File: src/sv/hvss_pkg.sv
// Types and constants shared by the soft-start regulator files.
package hvss_pkg;

  typedef struct packed {
    logic [11:0] hv_sample;
    logic        fault;
  } hvss_in_t;

  typedef struct packed {
    logic [15:0] duty_level;
    logic [1:0]  regulator_state;
    logic [12:0] present_setpoint;
    logic [13:0] measured_level;
    logic        low_noise_mode;
  } hvss_out_t;

  localparam int unsigned CfgIdxW  = 3;
  localparam int unsigned CfgDataW = 18;

  // Configuration register indexes
  localparam logic [CfgIdxW-1:0] RegSkipCount   = 3'd0;
  localparam logic [CfgIdxW-1:0] RegMinDuty     = 3'd1;
  localparam logic [CfgIdxW-1:0] RegMaxDuty     = 3'd2;
  localparam logic [CfgIdxW-1:0] RegPGain       = 3'd3;
  localparam logic [CfgIdxW-1:0] RegHvScale     = 3'd4;
  localparam logic [CfgIdxW-1:0] RegTargetLevel = 3'd5;
  localparam logic [CfgIdxW-1:0] RegRampStep    = 3'd6;

  // Regulator control states
  localparam logic [1:0] CtlStandby  = 2'd0;
  localparam logic [1:0] CtlRamp     = 2'd1;
  localparam logic [1:0] CtlRegulate = 2'd2;

  localparam logic [13:0] SetpointMax = 14'd8191;

endpackage

File: src/sv/hv_supply_soft_start_regulator_top.sv
// High-voltage supply soft-start regulator: tick skipper, ramp/regulate FSM, P loop.
//
// Input channel (in_valid_i / in_stall_o / in_data_i): one transfer per PWM wrap
// tick, carrying the raw HV ADC sample and the fault flag. Only every
// skip_count-th tick runs the loop; other ticks are accepted in idle and give
// no result. Output channel (out_valid_o / out_stall_i / out_data_o): one result
// per loop iteration, held in an output register.
// A loop tick steps through the measure, duty and output states. The single shared
// multiplier is used in the measure step for the voltage conversion and in the duty
// step for the proportional term; duty limiting feeds the output register in the
// output step. The next tick is taken once the sequencer is back in idle.
// While the receiver stalls, the result holds; the next tick is still taken, and
// a further loop result waits in the final step until the output register frees.
// Configuration writes (cfg_we_i / cfg_index_i / cfg_wdata_i) take effect at the
// clock edge; write only while idle.
// Reset (rst_ni low, asynchronous): registers return to their defaults, the
// regulator to standby with setpoint 0 and the mode pin low, the output empty.
module hv_supply_soft_start_regulator_top (
  input  logic                          clk_i,
  input  logic                          rst_ni,
  input  logic                          cfg_we_i,
  input  logic [hvss_pkg::CfgIdxW-1:0]  cfg_index_i,
  input  logic [hvss_pkg::CfgDataW-1:0] cfg_wdata_i,
  input  logic                          in_valid_i,
  output logic                          in_stall_o,
  input  hvss_pkg::hvss_in_t            in_data_i,
  output logic                          out_valid_o,
  input  logic                          out_stall_i,
  output hvss_pkg::hvss_out_t           out_data_o
);
  import hvss_pkg::*;

  localparam logic [1:0] SeqIdle = 2'd0;
  localparam logic [1:0] SeqMeas = 2'd1;
  localparam logic [1:0] SeqDuty = 2'd2;
  localparam logic [1:0] SeqOut  = 2'd3;

  // Configuration registers
  logic [15:0] skip_count_q, min_duty_q, max_duty_q, p_gain_q;
  logic [17:0] hv_scale_q;
  logic [12:0] target_q;
  logic [9:0]  ramp_step_q;

  always_ff @(posedge clk_i or negedge rst_ni) begin
    if (!rst_ni) begin
      skip_count_q <= 16'd20;
      min_duty_q   <= 16'd625;
      max_duty_q   <= 16'd5000;
      p_gain_q     <= 16'd179;
      hv_scale_q   <= 18'd110093;
      target_q     <= 13'd3900;
      ramp_step_q  <= 10'd1;
    end else if (cfg_we_i) begin
      unique case (cfg_index_i)
        RegSkipCount:   skip_count_q <= cfg_wdata_i[15:0];
        RegMinDuty:     min_duty_q   <= cfg_wdata_i[15:0];
        RegMaxDuty:     max_duty_q   <= cfg_wdata_i[15:0];
        RegPGain:       p_gain_q     <= cfg_wdata_i[15:0];
        RegHvScale:     hv_scale_q   <= cfg_wdata_i;
        RegTargetLevel: target_q     <= cfg_wdata_i[12:0];
        RegRampStep:    ramp_step_q  <= cfg_wdata_i[9:0];
        default: ;
      endcase
    end
  end

  logic [1:0]  seq_q, seq_d;
  logic [15:0] tick_q, tick_d;
  logic [11:0] sample_q;
  logic        fault_q;
  logic [1:0]  ctl_q, ctl_d;
  logic        entry_q, entry_d;
  logic [13:0] sp_q, sp_d;
  logic        ramp_down_q, ramp_down_d;
  logic        mode_q, mode_d;
  logic [13:0] meas_q;
  logic signed [31:0] prod_q;
  logic        out_valid_q;
  hvss_out_t   out_q;

  logic in_xfer, out_free, run_tick;
  logic [15:0] tick_inc;

  assign in_stall_o = (seq_q != SeqIdle);
  assign in_xfer    = in_valid_i && !in_stall_o;
  assign out_free   = !out_valid_q || !out_stall_i;
  assign tick_inc   = tick_q + 16'd1;
  assign run_tick   = (tick_inc >= skip_count_q);

  // Shared multiplier
  logic signed [16:0] mul_a;
  logic signed [18:0] mul_b;
  logic signed [35:0] mul_p;
  logic signed [14:0] err;

  assign err = $signed({1'b0, sp_q}) - $signed({1'b0, meas_q});

  always_comb begin
    if (seq_q == SeqMeas) begin
      mul_a = $signed({5'd0, sample_q});
      mul_b = $signed({1'b0, hv_scale_q});
    end else begin
      mul_a = $signed({1'b0, p_gain_q});
      mul_b = 19'(err);
    end
  end
  assign mul_p = mul_a * mul_b;

  // Control state update, done in the measure step
  logic signed [15:0] stepped, sp_sat, diff, diff_abs;
  logic               rd;

  always_comb begin
    ctl_d       = ctl_q;
    entry_d     = entry_q;
    sp_d        = sp_q;
    ramp_down_d = ramp_down_q;
    mode_d      = mode_q;
    rd          = entry_q ? (sp_q >= {1'b0, target_q}) : ramp_down_q;
    stepped     = rd ? ($signed({2'b0, sp_q}) - $signed({6'd0, ramp_step_q}))
                     : ($signed({2'b0, sp_q}) + $signed({6'd0, ramp_step_q}));
    if (stepped < 16'sd0)
      sp_sat = 16'sd0;
    else if (stepped > $signed({2'b0, SetpointMax}))
      sp_sat = $signed({2'b0, SetpointMax});
    else
      sp_sat = stepped;
    diff     = sp_sat - $signed({3'b0, target_q});
    diff_abs = (diff < 16'sd0) ? -diff : diff;
    unique case (ctl_q)
      CtlStandby: begin
        if (entry_q) begin
          mode_d  = 1'b0;
          entry_d = 1'b0;
        end
        if (!fault_q) begin
          ctl_d   = CtlRamp;
          entry_d = 1'b1;
          sp_d    = '0;
          mode_d  = 1'b1;
        end
      end
      CtlRamp: begin
        entry_d     = 1'b0;
        ramp_down_d = rd;
        sp_d        = sp_sat[13:0];
        if (diff_abs <= $signed({6'd0, ramp_step_q})) begin
          ctl_d   = CtlRegulate;
          entry_d = 1'b1;
          sp_d    = {1'b0, target_q};
        end
        if (fault_q) begin
          ctl_d   = CtlStandby;
          entry_d = 1'b1;
        end
      end
      CtlRegulate: begin
        entry_d = 1'b0;
        if (fault_q) begin
          ctl_d   = CtlStandby;
          entry_d = 1'b1;
        end
      end
      default: ;
    endcase
  end

  // Duty: truncate toward zero, saturate to int16, then gate and clamp
  logic signed [31:0] prod_adj;
  logic signed [23:0] q_div;
  logic signed [16:0] duty;
  logic [15:0]        level;

  always_comb begin
    prod_adj = (prod_q < 32'sd0) ? (prod_q + 32'sd255) : prod_q;
    q_div    = 24'(prod_adj >>> 8);
    if (q_div > 24'sd32767)
      duty = 17'sd32767;
    else if (q_div < -24'sd32768)
      duty = -17'sd32768;
    else
      duty = 17'(q_div);
    if (ctl_q == CtlStandby)
      level = '0;
    else if (duty < $signed({1'b0, min_duty_q}))
      level = '0;
    else if (duty > $signed({1'b0, max_duty_q}))
      level = max_duty_q;
    else
      level = duty[15:0];
  end

  always_comb begin
    seq_d  = seq_q;
    tick_d = tick_q;
    unique case (seq_q)
      SeqIdle: begin
        if (in_xfer) begin
          tick_d = run_tick ? '0 : tick_inc;
          if (run_tick) seq_d = SeqMeas;
        end
      end
      SeqMeas: seq_d = SeqDuty;
      SeqDuty: seq_d = SeqOut;
      SeqOut:  if (out_free) seq_d = SeqIdle;
      default: seq_d = SeqIdle;
    endcase
  end

  always_ff @(posedge clk_i or negedge rst_ni) begin
    if (!rst_ni) begin
      seq_q       <= SeqIdle;
      tick_q      <= '0;
      ctl_q       <= CtlStandby;
      entry_q     <= 1'b1;
      sp_q        <= '0;
      ramp_down_q <= 1'b0;
      mode_q      <= 1'b0;
      out_valid_q <= 1'b0;
    end else begin
      seq_q  <= seq_d;
      tick_q <= tick_d;
      if (seq_q == SeqMeas) begin
        ctl_q       <= ctl_d;
        entry_q     <= entry_d;
        sp_q        <= sp_d;
        ramp_down_q <= ramp_down_d;
        mode_q      <= mode_d;
      end
      if (seq_q == SeqOut && out_free)
        out_valid_q <= 1'b1;
      else if (!out_stall_i)
        out_valid_q <= 1'b0;
    end
  end

  // Payload registers
  always_ff @(posedge clk_i) begin
    if (in_xfer) begin
      sample_q <= in_data_i.hv_sample;
      fault_q  <= in_data_i.fault;
    end
    if (seq_q == SeqMeas) meas_q <= mul_p[29:16];
    if (seq_q == SeqDuty) prod_q <= mul_p[31:0];
    if (seq_q == SeqOut && out_free) begin
      out_q.duty_level       <= level;
      out_q.regulator_state  <= ctl_q;
      out_q.present_setpoint <= sp_q[12:0];
      out_q.measured_level   <= meas_q;
      out_q.low_noise_mode   <= mode_q;
    end
  end

  assign out_valid_o = out_valid_q;
  assign out_data_o  = out_q;

endmodule

File: config.mk
export PLATFORM = sky130hd
export DESIGN_NAME = hv_supply_soft_start_regulator_top
export DESIGN_NICKNAME = d
export VERILOG_FILES = /design/src/sv/hvss_pkg.sv /design/src/sv/hv_supply_soft_start_regulator_top.sv
export SDC_FILE = /design/constraint.sdc
export NUM_CORES = 1
export LEC_CHECK = 0
export BUFFER_PORTS_ARGS = -buffer_cell sky130_fd_sc_hd__buf_4
export CELL_PAD_IN_SITES_DETAIL_PLACEMENT = 0
export CELL_PAD_IN_SITES_GLOBAL_PLACEMENT = 1
export CORE_UTILIZATION = 50
export DETAILED_ROUTE_END_ITERATION = 8
export PLACE_DENSITY_LB_ADDON = 0.1
export SETUP_SLACK_MARGIN = 0.15
export SYNTH_ARGS = -nofsm -noshare
export SYNTH_HDL_FRONTEND = slang
export SYNTH_SLANG_ARGS = --single-unit
File: constraint.sdc
create_clock -name clk_i -period 18.3 [get_ports clk_i]
set_input_delay 1.83 -clock clk_i [delete_from_list [all_inputs] [get_ports clk_i]]
set_output_delay 1.83 -clock clk_i [all_outputs]
set_load 0.1 [all_outputs]
### Word level (Yosys, flattened, before mapping)

Cells that the tools add are included.

| operators by class | value |
|---|---|
| order comparisons | 11 |
| multiply operators | 1 |
| reduce and logical (&&, ||, !) cells | 27 |
| eq/ne operators | 19 |
| add/sub/neg operators | 7 |
| muxes and demuxes | 33 |

Operators by type and width:

| operator | number |
|---|---|
| 16-bit 2-to-1 mux | 7 |
| 17-bit 2-to-1 mux | 2 |
| 32-bit by 9-bit adder with 32-bit output, second input constant | 1 |
| 16-bit by 1-bit less-than comparator with 1-bit output, second input constant | 2 |
| 32-bit by 1-bit less-than comparator with 1-bit output, second input constant | 1 |
| 17-bit by 19-bit multiplier with 32-bit output | 1 |
| 32-bit 2-to-1 mux | 1 |
| 14-bit 2-to-1 mux | 2 |
| 14-bit case mux with 2 select lines | 1 |
| 24-bit by 16-bit greater-than comparator with 1-bit output, second input constant | 1 |
| 24-bit by 16-bit less-than comparator with 1-bit output, second input constant | 1 |
| 2-bit AND reduction | 10 |
| 19-bit 2-to-1 mux | 1 |
| 17-bit greater-than comparator | 1 |
| 17-bit less-than comparator | 1 |
| 16-bit by 1-bit adder with 16-bit output, second input constant | 1 |
| 16-bit >= comparator | 1 |
| 16-bit by 14-bit greater-than comparator with 1-bit output, second input constant | 1 |
| 16-bit by 11-bit less-or-equal comparator with 1-bit output | 1 |
| 16-bit negator | 1 |
| 16-bit by 14-bit subtractor with 16-bit output | 1 |
| 14-bit by 10-bit adder with 15-bit output | 1 |
| 14-bit by 10-bit subtractor with 15-bit output | 1 |
| 14-bit by 14-bit subtractor with 15-bit output | 1 |
| other kinds (24) | 56 |

| word-level totals | value |
|---|---|
| register bits | 248 |
| bits of input ports | 39 |
| output and inout bits | 48 |
| word-level logic and storage cells | 122 |

### Logic depth before layout (Yosys ltp)

Gate-level depths: netlist of the first run.

| logic depth | value |
|---|---|
| word-level depth | 13 |
| mapped depth | 37 |
| gate-level depth less buffers | 36 |

### Worst setup path before layout of the first run

No wires, ideal clock.

| timing path | value |
|---|---|
| path kind | register to register |
| start point | register sp_q[0] |
| end point | register prod_q[31] (data pin) |
| path slack | 9.561 ns |
| cell stages (with the launch flop) | 36 |
| period minus slack after synthesis | 8.739 ns |
| library setup time | 0.260 ns |
| required time | 18.040 ns |
| arrival | 8.479 ns |
| path through | dfrtp_1 > inv_1 > ha_1 > inv_1 > fa_1 > a21o_1 > a21oi_1 > o21bai_1 > a31o_2 > nand4_1 > a31oi_1 > a21o_1 > a211oi_1 > a21o_1 > clkbuf_1 > nand2_1 > fa_1 > inv_1 > fa_1 > inv_1 > fa_1 > fa_1 > fa_1 > inv_1 > fa_1 > ha_1 > a21o_1 > a21o_1 > a21o_1 > a21o_1 > a21oi_1 > nor2b_1 > o31a_1 > o41ai_1 > xnor2_1 > xnor2_1 |

| between the ends | value |
|---|---|
| cells in the longest elaborated chain, start to end | 3 |

RTL lines:

| item | line | text |
|---|---|---|
| start: declaration | hv_supply_soft_start_regulator_top.sv:73 | `logic [13:0] sp_q, sp_d;` |
| start signal: assignment | hv_supply_soft_start_regulator_top.sv:226 | `sp_q <= sp_d;` |
| 14-bit by 14-bit subtractor with 15-bit output | hv_supply_soft_start_regulator_top.sv:96 | `assign err = $signed({1'b0, sp_q}) - $signed({1'b0, meas_q});` |
| 19-bit 2-to-1 mux | hv_supply_soft_start_regulator_top.sv:99 | `if (seq_q == SeqMeas) begin` |
| 17-bit by 19-bit multiplier with 32-bit output | hv_supply_soft_start_regulator_top.sv:107 | `assign mul_p = mul_a * mul_b;` |
| via mul_p[31] | hv_supply_soft_start_regulator_top.sv:93 | `logic signed [35:0] mul_p;` |
| end signal: assignment | hv_supply_soft_start_regulator_top.sv:244 | `if (seq_q == SeqDuty) prod_q <= mul_p[31:0];` |
| end: declaration | hv_supply_soft_start_regulator_top.sv:77 | `logic signed [31:0] prod_q;` |

The timed path passes the listed nets, and every way through them passes these cells.
A chain may end at the register's enable or synchronous reset.

### Worst setup path in the final report of the first run

Ends and elaborated chain as after synthesis.

==> flow_metrics.py, run 1 <==
metrics = {
    "hold_path": {
        "min_from": "meas_q[2]",
        "hp-class": "flip-flop to flip-flop",
        "min_to": "out_data_o[3]",
        "hold_depth": 0,
    },
    "clock_network": {
        "clock_latency_ns": 0.61,
        "cts_hold_buf": 0,
        "cts_buffers": 30,
        "clock-root-buffer": "clkbuf_16",
        "clkSlewWorstSetupHoldPaths_ns": 0.06,
        "cts.sinks": 248,
        "cts_resized": 0,
        "htree_levels": 1,
        "cts_setup_buffers": 0,
        "cts_buffer_depth": 3,
        "cts_tree": "built",
    },
    "logic_synthesis": {
        "ys_warn_count": 0,
        "synth_area_leaders": "fa_1 (23%), edfxtp_1 (13%), dfrtp_1 (11%)",
        "synth_nets": 3112,
        "synth_ff_type": "dfrtp_1",
        "ys_types": 69,
        "mappedNetlistArea_um2": 24890,
        "syn_inst": 2581,
        "synthArstFlopShare_pct": 57.66,
        "synth.largest_area_cell": "fa_1",
        "syn_area_per_cell_um2": 9.642,
        "synth-edff-count": 105,
        "synth.top_cell.area_share_pct": 22.68,
        "ys_ff_latch": 248,
        "ys_seq_area_share_pct": 27.23,
    },
    "place": {
        "hpwlAfterDp_um": 55720,
        "gp_congestion": 0.9224,
        "io_buffer_count": 86,
        "dp_cells": 3278,
        "dp_slack_ns": 9.162,
    },
    "sta": {
        "finalHoldViolCount": 0,
        "fmax_ghz": 0.1082,
        "relSlewSlack_pct": 18.85,
        "fin_crit_ns": 9.242,
        "finalClockSkew_ns": 0.03047,
        "timing.setup.tns_ns": 0,
        "fin_crit_sh_pct": 50.50,
        "tightestPinTransition_ns": 1.211,
        "fin_ws_ns": 9.058,
        "finalSetupViolCount": 0,
        "rsz0062_at_grt": "false",
        "report.final.slew_viol_count": 0,
    },
    "global_route": {
        "grt_max_degree": 74,
        "track_usage_pct": 28.82,
        "antenna_found_initial": 0,
        "grt_overflow": 0,
        "grt_pass1_wl_um": 109500,
        "grt_pass1_vias": 18780,
    },
    "critical_path": {
        "criticalPathCategory": "flip-flop to flip-flop",
        "crit_fanout": 27,
        "worst_ep_required_time_ns": 18.63,
        "r2r-start": "sp_q[0]",
        "r2r-end": "prod_q[31]",
        "cp.arrival_ns": 9.57,
        "reg2reg_depth": 35,
        "path_buf_inv": 6,
        "cp_top_family": "adder cells",
        "start_kind": "flip-flop",
        "crit_path_end_kind": "flip-flop",
        "ff2ff_setup_slack_ns": 9.06,
        "slowest_stage": "fa_1",
        "cpPeakStageDelay_ns": 0.55,
    },
    "cells_and_area": {
        "instances_no_fill": 3335,
        "drive_gt1_share_pct": 11.12,
        "areaGrowthSynthToFinish_pct": 9.889,
        "fin_nets": 3177,
    },
    "floorplanning": {
        "dieWidth_um": 225.1,
        "rows": 81,
        "fp.dieH_um": 225.1,
        "die_area_um2": 50670,
        "core_area_um2": 49050,
        "num_io_pins": 87,
        "start_util_pct": 50.73,
    },
    "route": {
        "viasPerCell": 5.519,
        "dr.pass1.iters": 7,
        "wirelength_um": 70980,
        "drt_iter0_drc": 1419,
        "vias": 18410,
        "ant_nets": 0,
        "drc_errors": 0,
        "route.detailed.wl_per_inst_um": 21.28,
    },
    "outcome": {
        "status": "completed",
    },
    "flow_run": {
        "cap_violations": 0,
    },
}
==> how the worst max path moves through the flow <==
stage | from | end | slack, ns | depth (start not counted)
after floorplan | sp_q[0] | prod_q[31] | 9.56 | 35
after global placement | sp_q[0] | prod_q[31] | 9.34 | 35
after detailed placement | sp_q[0] | prod_q[31] | 9.16 | 35
after CTS | sp_q[0] | prod_q[31] | 9.10 | 35
after global routing | sp_q[0] | prod_q[31] | 8.58 | 35
final | sp_q[0] | prod_q[31] | 9.06 | 35
==> per-stage QoR <==
stage,utilization [%],hold WS [ns],cell area [um2]
final,55.75,0.4520,27350
after CTS,55.75,0.4504,27350
after global placement,53.67,0.4345,26330
after global routing,55.75,0.4550,27350
after detailed placement,53.67,0.4356,26330
after floorplan,-,0.4248,24890
==> kinds of logic after synthesis <==
family          synth area share (%)
buf+inv                        7.893
compound gates                 10.96
simple gates                   13.07
xor+xnor                       3.942
mux                            3.670
fa+ha+maj                      33.24
flops                          27.23
==> area by class of cell <==
class,instances,area [um2]
Tap cell,664,830.8
Fill cell,4461,21700
Sequential cell,248,6777
Inverter,438,1644
Clock buffer,41,843.3
Clock inverter,15,176.4
Multi-Input combinational cell,1813,16210
Timing Repair Buffer,115,867.1
Antenna cell,1,2.502
==> cells in the final DEF (no fill, tap or decap), types with 8 or more instances in the layout <==
cell type	count
and3_1	10
a31o_2	8
nand3_1	34
a21oi_1	86
mux2i_1	17
xnor2_1	78
xor2_1	34
buf_4	114
fa_1	282
clkbuf_16	31
o21ai_0	131
nor4_1	8
nand2_1	293
a32oi_1	9
dfrtp_1	107
nor2b_1	36
nor2_1	150
o21a_1	14
a21o_1	64
and2_1	74
a211oi_1	26
mux2_2	66
o21ai_1	12
inv_1	438
nor3_1	18
nand2b_1	23
ha_1	209
edfxtp_1	105
nand4_1	15
dfstp_2	36
==> worst register-to-register path: cells and delay by family, from the launching register on <==
| kind | cells | cell delay, ns |
|---|---|---|
| AOI/OAI and AO/OA | 15 | 3.21 |
| xor gates and xnor gates | 2 | 0.29 |
| adders and majority gates | 9 | 4.04 |
| buffers and inverters | 6 | 0.68 |
| DFF | 1 | 0.41 |
| and+or+nand+nor | 3 | 0.31 |
==> state kept, by name (all words and copies together), names as in the netlist, 2 cells and up <==
signal / cells
hv_scale_q: 18
seq_q: 2
min_duty_q: 16
sample_q: 12
prod_q: 32
ctl_q: 2
ramp_step_q: 10
p_gain_q: 16
sp_q: 14
tick_q: 16
skip_count_q: 16
out_data_o: 46
target_q: 13
max_duty_q: 16
meas_q: 14
==> cells in the mapped netlist, drive strengths merged, types with 17 or more instances <==
cell type,number
nor2,150
a21o,64
nor3,20
xnor2,78
a211oi,28
fa,282
dfrtp,107
edfxtp,105
a21oi,86
nand2b,23
clkbuf,77
dfstp,36
mux2,66
nand2,293
xor2,34
nor2b,36
and2,74
nand3,34
mux2i,17
o21ai,144
inv,438
ha,210
==> metal layers <==
layer	routed length [um]	share of wire (%)	vias to the layer above	global-route usage (%)
met4	2086	2.9	0	8.646
met1	30800	43	9145	39.49
li1	-	-	8557	-
met5	0	0	-	0
met2	33350	47	589	46.94
met3	4740	6.7	114	4.746
Power of run 1 is left out: the tool's default activity adds up to more than one toggle a clock period on the data nets, which glitch-free logic cannot reach.
==> inputs of run 2 (changes only) <==
--- a/config.mk
+++ b/config.mk
@@ -8,7 +8,7 @@
 export BUFFER_PORTS_ARGS = -buffer_cell sky130_fd_sc_hd__buf_4
 export CELL_PAD_IN_SITES_DETAIL_PLACEMENT = 0
 export CELL_PAD_IN_SITES_GLOBAL_PLACEMENT = 1
-export CORE_UTILIZATION = 50
+export CORE_UTILIZATION = 46
 export DETAILED_ROUTE_END_ITERATION = 8
 export PLACE_DENSITY_LB_ADDON = 0.1
 export SETUP_SLACK_MARGIN = 0.15
==> constraint.sdc (replaced) <==
create_clock -name clk_i -period 7.66 [get_ports clk_i]
set_input_delay 0.766 -clock clk_i [delete_from_list [all_inputs] [get_ports clk_i]]
set_output_delay 0.766 -clock clk_i [all_outputs]
set_load 0.1 [all_outputs]
==> run 2 against run 1 <==
  * The run now ends with setup timing left
  * Cell area is 12% higher
  * Maximum frequency up 12%
  * Final cell count up 9.0%
  * Worst setup slack lost 9.7 ns
  * Worst hold slack got worse by 0.27 ns
  * First-iteration DRC count decreased by 25%
  * Critical endpoint is now prod_q[25]
==> flow_metrics.py, run 2 (same netlist as run 1, synthesis figures left out) <==
metrics = {
    "place": {
        "hpwlAfterDp_um": 60550,
        "gp_congestion": 0.9238,
        "dp_slack_ns": -0.5744,
        "io_buffer_count": 86,
    },
    "hold_path": {
        "hp-class": "input pin to asynchronous set/reset pin",
    },
    "clock_network": {
        "cts_hold_buf": 0,
        "cts.sinks": 248,
        "clkSlewWorstSetupHoldPaths_ns": 0.06,
        "cts_buffer_depth": 3,
        "clock-root-buffer": "clkbuf_16",
        "cts_buffers": 30,
        "htree_levels": 1,
        "clock_latency_ns": 0.61,
        "cts_tree": "built",
    },
    "critical_path": {
        "crit_fanout": 4,
        "worst_ep_required_time_ns": 8.01,
        "criticalPathCategory": "flip-flop to flip-flop",
        "r2r-end": "prod_q[25]",
        "r2r-start": "sp_q[0]",
        "crit_path_end_kind": "flip-flop",
        "critical_path.most_common_cell": "buf_6",
        "start_kind": "flip-flop",
        "reg2reg_depth": 39,
        "ff2ff_setup_slack_ns": -0.60,
        "slowest_stage": "fa_1",
        "cp.arrival_ns": 8.61,
        "cpPeakStageDelay_ns": 0.57,
    },
    "sta": {
        "report.final.slew_viol_count": 0,
        "fin_ws_ns": -0.5996,
        "finalSetupViolCount": 24,
        "finalClockSkew_ns": 0.02475,
        "relSlewSlack_pct": 17.77,
        "rsz0062_at_grt": "true",
        "whs_ns": 0.1800,
        "fin_crit_ns": 8.260,
        "finalHoldViolCount": 0,
        "fin_crit_sh_pct": 107.8,
        "tightestPinTransition_ns": 1.227,
        "fmax_ghz": 0.1211,
    },
    "global_route": {
        "antenna_found_initial": 4,
        "grt_pass1_vias": 20100,
        "track_usage_pct": 28.08,
        "grt_pass1_wl_um": 116000,
        "grt_max_degree": 73,
        "grt_overflow": 0,
    },
    "route": {
        "dr.pass1.iters": 5,
        "route.detailed.wl_per_inst_um": 20.81,
        "drt_iter0_drc": 1061,
        "vias": 19410,
        "viasPerCell": 5.340,
        "ant_nets": 0,
        "drc_errors": 0,
        "wirelength_um": 75620,
    },
    "floorplanning": {
        "num_io_pins": 87,
        "dieWidth_um": 234.6,
        "start_util_pct": 46.98,
        "fp.dieH_um": 234.6,
        "die_area_um2": 55030,
        "rows": 84,
        "core_area_um2": 52970,
    },
    "cells_and_area": {
        "largest_register_ffs": 46,
        "fin_nets": 3453,
        "final_common_cell": "inv_1",
        "n_antenna_cell": 0,
        "areaGrowthSynthToFinish_pct": 23.62,
        "drive_gt1_share_pct": 25.46,
        "layout_common_cells": "inv_1 (417), buf_4 (355), nand2_1 (282)",
    },
    "outcome": {
        "status": "complete, but fails checks",
        "violations": "setup timing",
    },
    "flow_run": {
        "cap_violations": 0,
    },
}
==> run 2: how the worst max path moves through the flow <==
stage / end / slack [ns] / from / depth (start not counted)
2_1_floorplan: prod_q[31] / -0.20 / sp_q[0] / 34
3_3_place_gp: prod_q[31] / -0.47 / sp_q[0] / 33
3_5_place_dp: prod_q[31] / -0.57 / sp_q[0] / 34
4_1_cts: prod_q[31] / -0.52 / sp_q[0] / 35
5_1_grt: prod_q[25] / -0.84 / sp_q[0] / 34
6_report: prod_q[25] / -0.60 / sp_q[0] / 39
==> run 2: metrics by stage <==
stage / TNS (ns) / instance area, um2 / utilization (%) / std cells
2_1_floorplan: -0.3973 / 25180 / - / 2581
3_3_place_gp: -5.953 / 28250 / 53.33 / 3516
3_5_place_dp: -7.227 / 28250 / 53.33 / 3516
4_1_cts: -6.297 / 30080 / 56.78 / 3605
5_1_grt: -15.44 / 30760 / 58.08 / 3634
6_report: -8.861 / 30760 / 58.08 / 3634
==> run 2: layer usage <==
layer / GRT usage (%) / part of all wire (%) / wire, um / vias to the layer above
met2: 47.80 / 49 / 36700 / 477
met1: 37.60 / 44 / 33200 / 9704
met5: 0 / 0 / 0 / -
met3: 3.125 / 4.3 / 3262 / 122
met4: 8.367 / 3.2 / 2451 / 0
li1: - / - / - / 9102
==> run 2: worst max-delay path, delay by kind of cell (launching register included) <==
kind                     cells  cell delay (ns)
adder cells (fa/ha/maj)      9             3.57
XOR/XNOR                     2             0.17
AO/OA/AOI/OAI               10             1.83
AND/OR/NAND/NOR              3             0.79
buffers and inverters       15             1.23
flip-flops                   1             0.39
==> run 2: area by class of cell <==
cell class / count / area (um2)
fill: 4691 / 22210
timing repair buffer: 391 / 3146
inverter: 438 / 1644
multi-input combinational: 1813 / 17240
tap: 688 / 860.8
clock buffer: 34 / 775.7
clock inverter: 22 / 326.6
sequential: 248 / 6777
==> run 2: what timing repair did <==
action,in CTS,in global routing
setup endpoints to repair,33,49
buffers inserted,33,27
resized for setup,113,103
cloned,0,2
pin swaps,87,77
Power of run 2 is left out for the same reason.
==> inputs of run 3 (changes only) <==
==> constraint.sdc (replaced) <==
create_clock -name clk_i -period 7.2 [get_ports clk_i]
set_input_delay 0.72 -clock clk_i [delete_from_list [all_inputs] [get_ports clk_i]]
set_output_delay 0.72 -clock clk_i [all_outputs]
set_load 0.1 [all_outputs]
==> run 3 against run 2 <==
  * The run still ends with setup timing left
  * Flip-flop and latch count stayed put
  * Core utilization is 1.4 points higher
  * Critical path depth is 2 lower
  * Die area stayed put
  * Count of clock-buffer cells in the layout is 2 higher
  * Routed wire length is 1.8% higher
  * Cell area is 2.4% higher
  * Non-clock buffer count is 44 higher
  * Register-to-register slack worse by 0.37 ns
  * Maximum frequency is 1.1% higher
  * Highest routed layer unchanged
==> flow_metrics.py, run 3 (same netlist as run 1, synthesis figures left out) <==
metrics = {
    "outcome": {
        "status": "complete, but fails checks",
        "violations": "setup timing",
    },
    "global_route": {
        "grt_max_degree": 78,
        "antenna_found_initial": 3,
        "track_usage_pct": 28.42,
        "grt_pass1_wl_um": 117400,
        "grt_overflow": 0,
        "grt_pass1_vias": 20150,
    },
    "sta": {
        "relSlewSlack_pct": 30.11,
        "report.final.slew_viol_count": 0,
        "whs_ns": 0.1738,
        "finalClockSkew_ns": 0.01544,
        "rsz0062_at_grt": "true",
        "finalSetupViolCount": 31,
        "tightestPinTransition_ns": 1.044,
        "finalHoldViolCount": 0,
        "timing.setup.tns_ns": -17.59,
        "fin_crit_sh_pct": 113.4,
        "fmax_ghz": 0.1224,
        "fin_ws_ns": -0.9675,
        "fin_crit_ns": 8.167,
    },
    "place": {
        "place_area_um2": 28700,
        "io_buffer_count": 86,
        "gp_congestion": 0.9046,
        "hpwlAfterDp_um": 61790,
    },
    "clock_network": {
        "cts.sinks": 248,
        "clock_latency_ns": 0.59,
        "cts_hold_buf": 0,
        "clock-root-buffer": "clkbuf_16",
        "cts_buffer_depth": 3,
        "cts_buffers": 30,
        "htree_levels": 1,
        "clkSlewWorstSetupHoldPaths_ns": 0.06,
        "cts_tree": "built",
    },
    "floorplanning": {
        "dieWidth_um": 234.6,
        "fp.dieH_um": 234.6,
        "num_io_pins": 87,
        "start_util_pct": 46.98,
        "rows": 84,
        "core_area_um2": 52970,
        "die_area_um2": 55030,
    },
    "cells_and_area": {
        "n_antenna_cell": 0,
        "utilization_pct": 59.46,
        "areaGrowthSynthToFinish_pct": 26.57,
        "fin_nets": 3497,
        "largest_register_ffs": 46,
        "design_area_um2": 31500,
        "final_common_cell": "inv_1",
        "layout_common_cells": "inv_1 (417), buf_4 (384), nand2_1 (278)",
        "drive_gt1_share_pct": 27.76,
    },
    "route": {
        "drt_iter0_drc": 1179,
        "ant_nets": 0,
        "viasPerCell": 5.318,
        "drc_errors": 0,
        "wirelength_um": 76950,
        "dr.pass1.iters": 5,
        "route.detailed.wl_per_inst_um": 20.92,
        "vias": 19560,
    },
    "critical_path": {
        "cpPeakStageDelay_ns": 0.55,
        "cp.arrival_ns": 8.50,
        "criticalPathCategory": "flip-flop to flip-flop",
        "crit_path_end_kind": "flip-flop",
        "crit_fanout": 6,
        "worst_ep_required_time_ns": 7.53,
        "start_kind": "flip-flop",
        "slowest_stage": "fa_1",
    },
    "hold_path": {
        "hp-class": "input pin to asynchronous set/reset pin",
    },
    "flow_run": {
        "cap_violations": 0,
    },
}
run 3: cell count changes in the layout (fill, tap and decap cells not counted), sizes merged:
cell / before / now
buf: 389 / 434
clkinv: 13 / 11
bufinv: 6 / 3
clkbuf: 35 / 37
clkdlybuf4s15: 1 / 0
clkinvlp: 2 / 4
inv: 439 / 440
run 3: worst max-delay path: cells and delay by family, from the launching register on:
family                   cells  cell delay [ns]
flip-flops                   1             0.40
AO/OA/AOI/OAI               15             2.74
XOR/XNOR                     2             0.28
adder cells (fa/ha/maj)      9             3.63
buffers and inverters        8             0.62
AND/OR/NAND/NOR              3             0.24
run 3: area by class of cell:
type	instances	area [um2]
Tap cell	688	860.8
Fill cell	4600	21470
Timing Repair Buffer	435	3605
Clock buffer	36	834.6
Inverter	438	1644
Sequential cell	248	6777
Multi-Input combinational cell	1813	17560
Clock inverter	20	220.2
run 3: worst paths after layout:
kind                                from             end  slack (ns)  depth (start not counted)
hold / removal                    rst_ni  ramp_step_q[9]        0.17                          1
setup reg to reg                 sp_q[0]      prod_q[31]       -0.97                         37
min in group clk_i         in_data_i[12]    sample_q[11]        0.30                          1
max in group asynchronous         rst_ni     target_q[6]        5.59                          2
setup / recovery                 sp_q[0]      prod_q[31]       -0.97                         37
hold reg to reg                   mode_q   out_data_o[0]        0.46                          0
run 3: metal layers:
layer | wire length [um] | part of all wire (%) | vias up | global-route usage (%)
li1 | - | - | 9195 | -
met1 | 33990 | 44 | 9792 | 38.64
met2 | 37180 | 48 | 485 | 47.77
met3 | 3807 | 4.9 | 88 | 3.597
met4 | 1969 | 2.6 | 0 | 7.581
met5 | 0 | 0 | - | 0
run 3: stage by stage:
step                      setup WS, ns  instances
final                          -0.9675       3678
after global routing            -1.243       3678
after CTS                      -0.9272       3658
after detailed placement        -1.017       3564
after global placement          -1.019       3564
after floorplan                -0.6637       2581
run 3: repair_timing:
item	in CTS	in global routing
pin swaps	59	78
endpoints found under the setup margin	48	52
gates cloned	2	0
setup buffers	36	20
endpoints found under the hold margin	0	0
gates resized for setup	118	157
Power of run 3 is left out for the same reason.
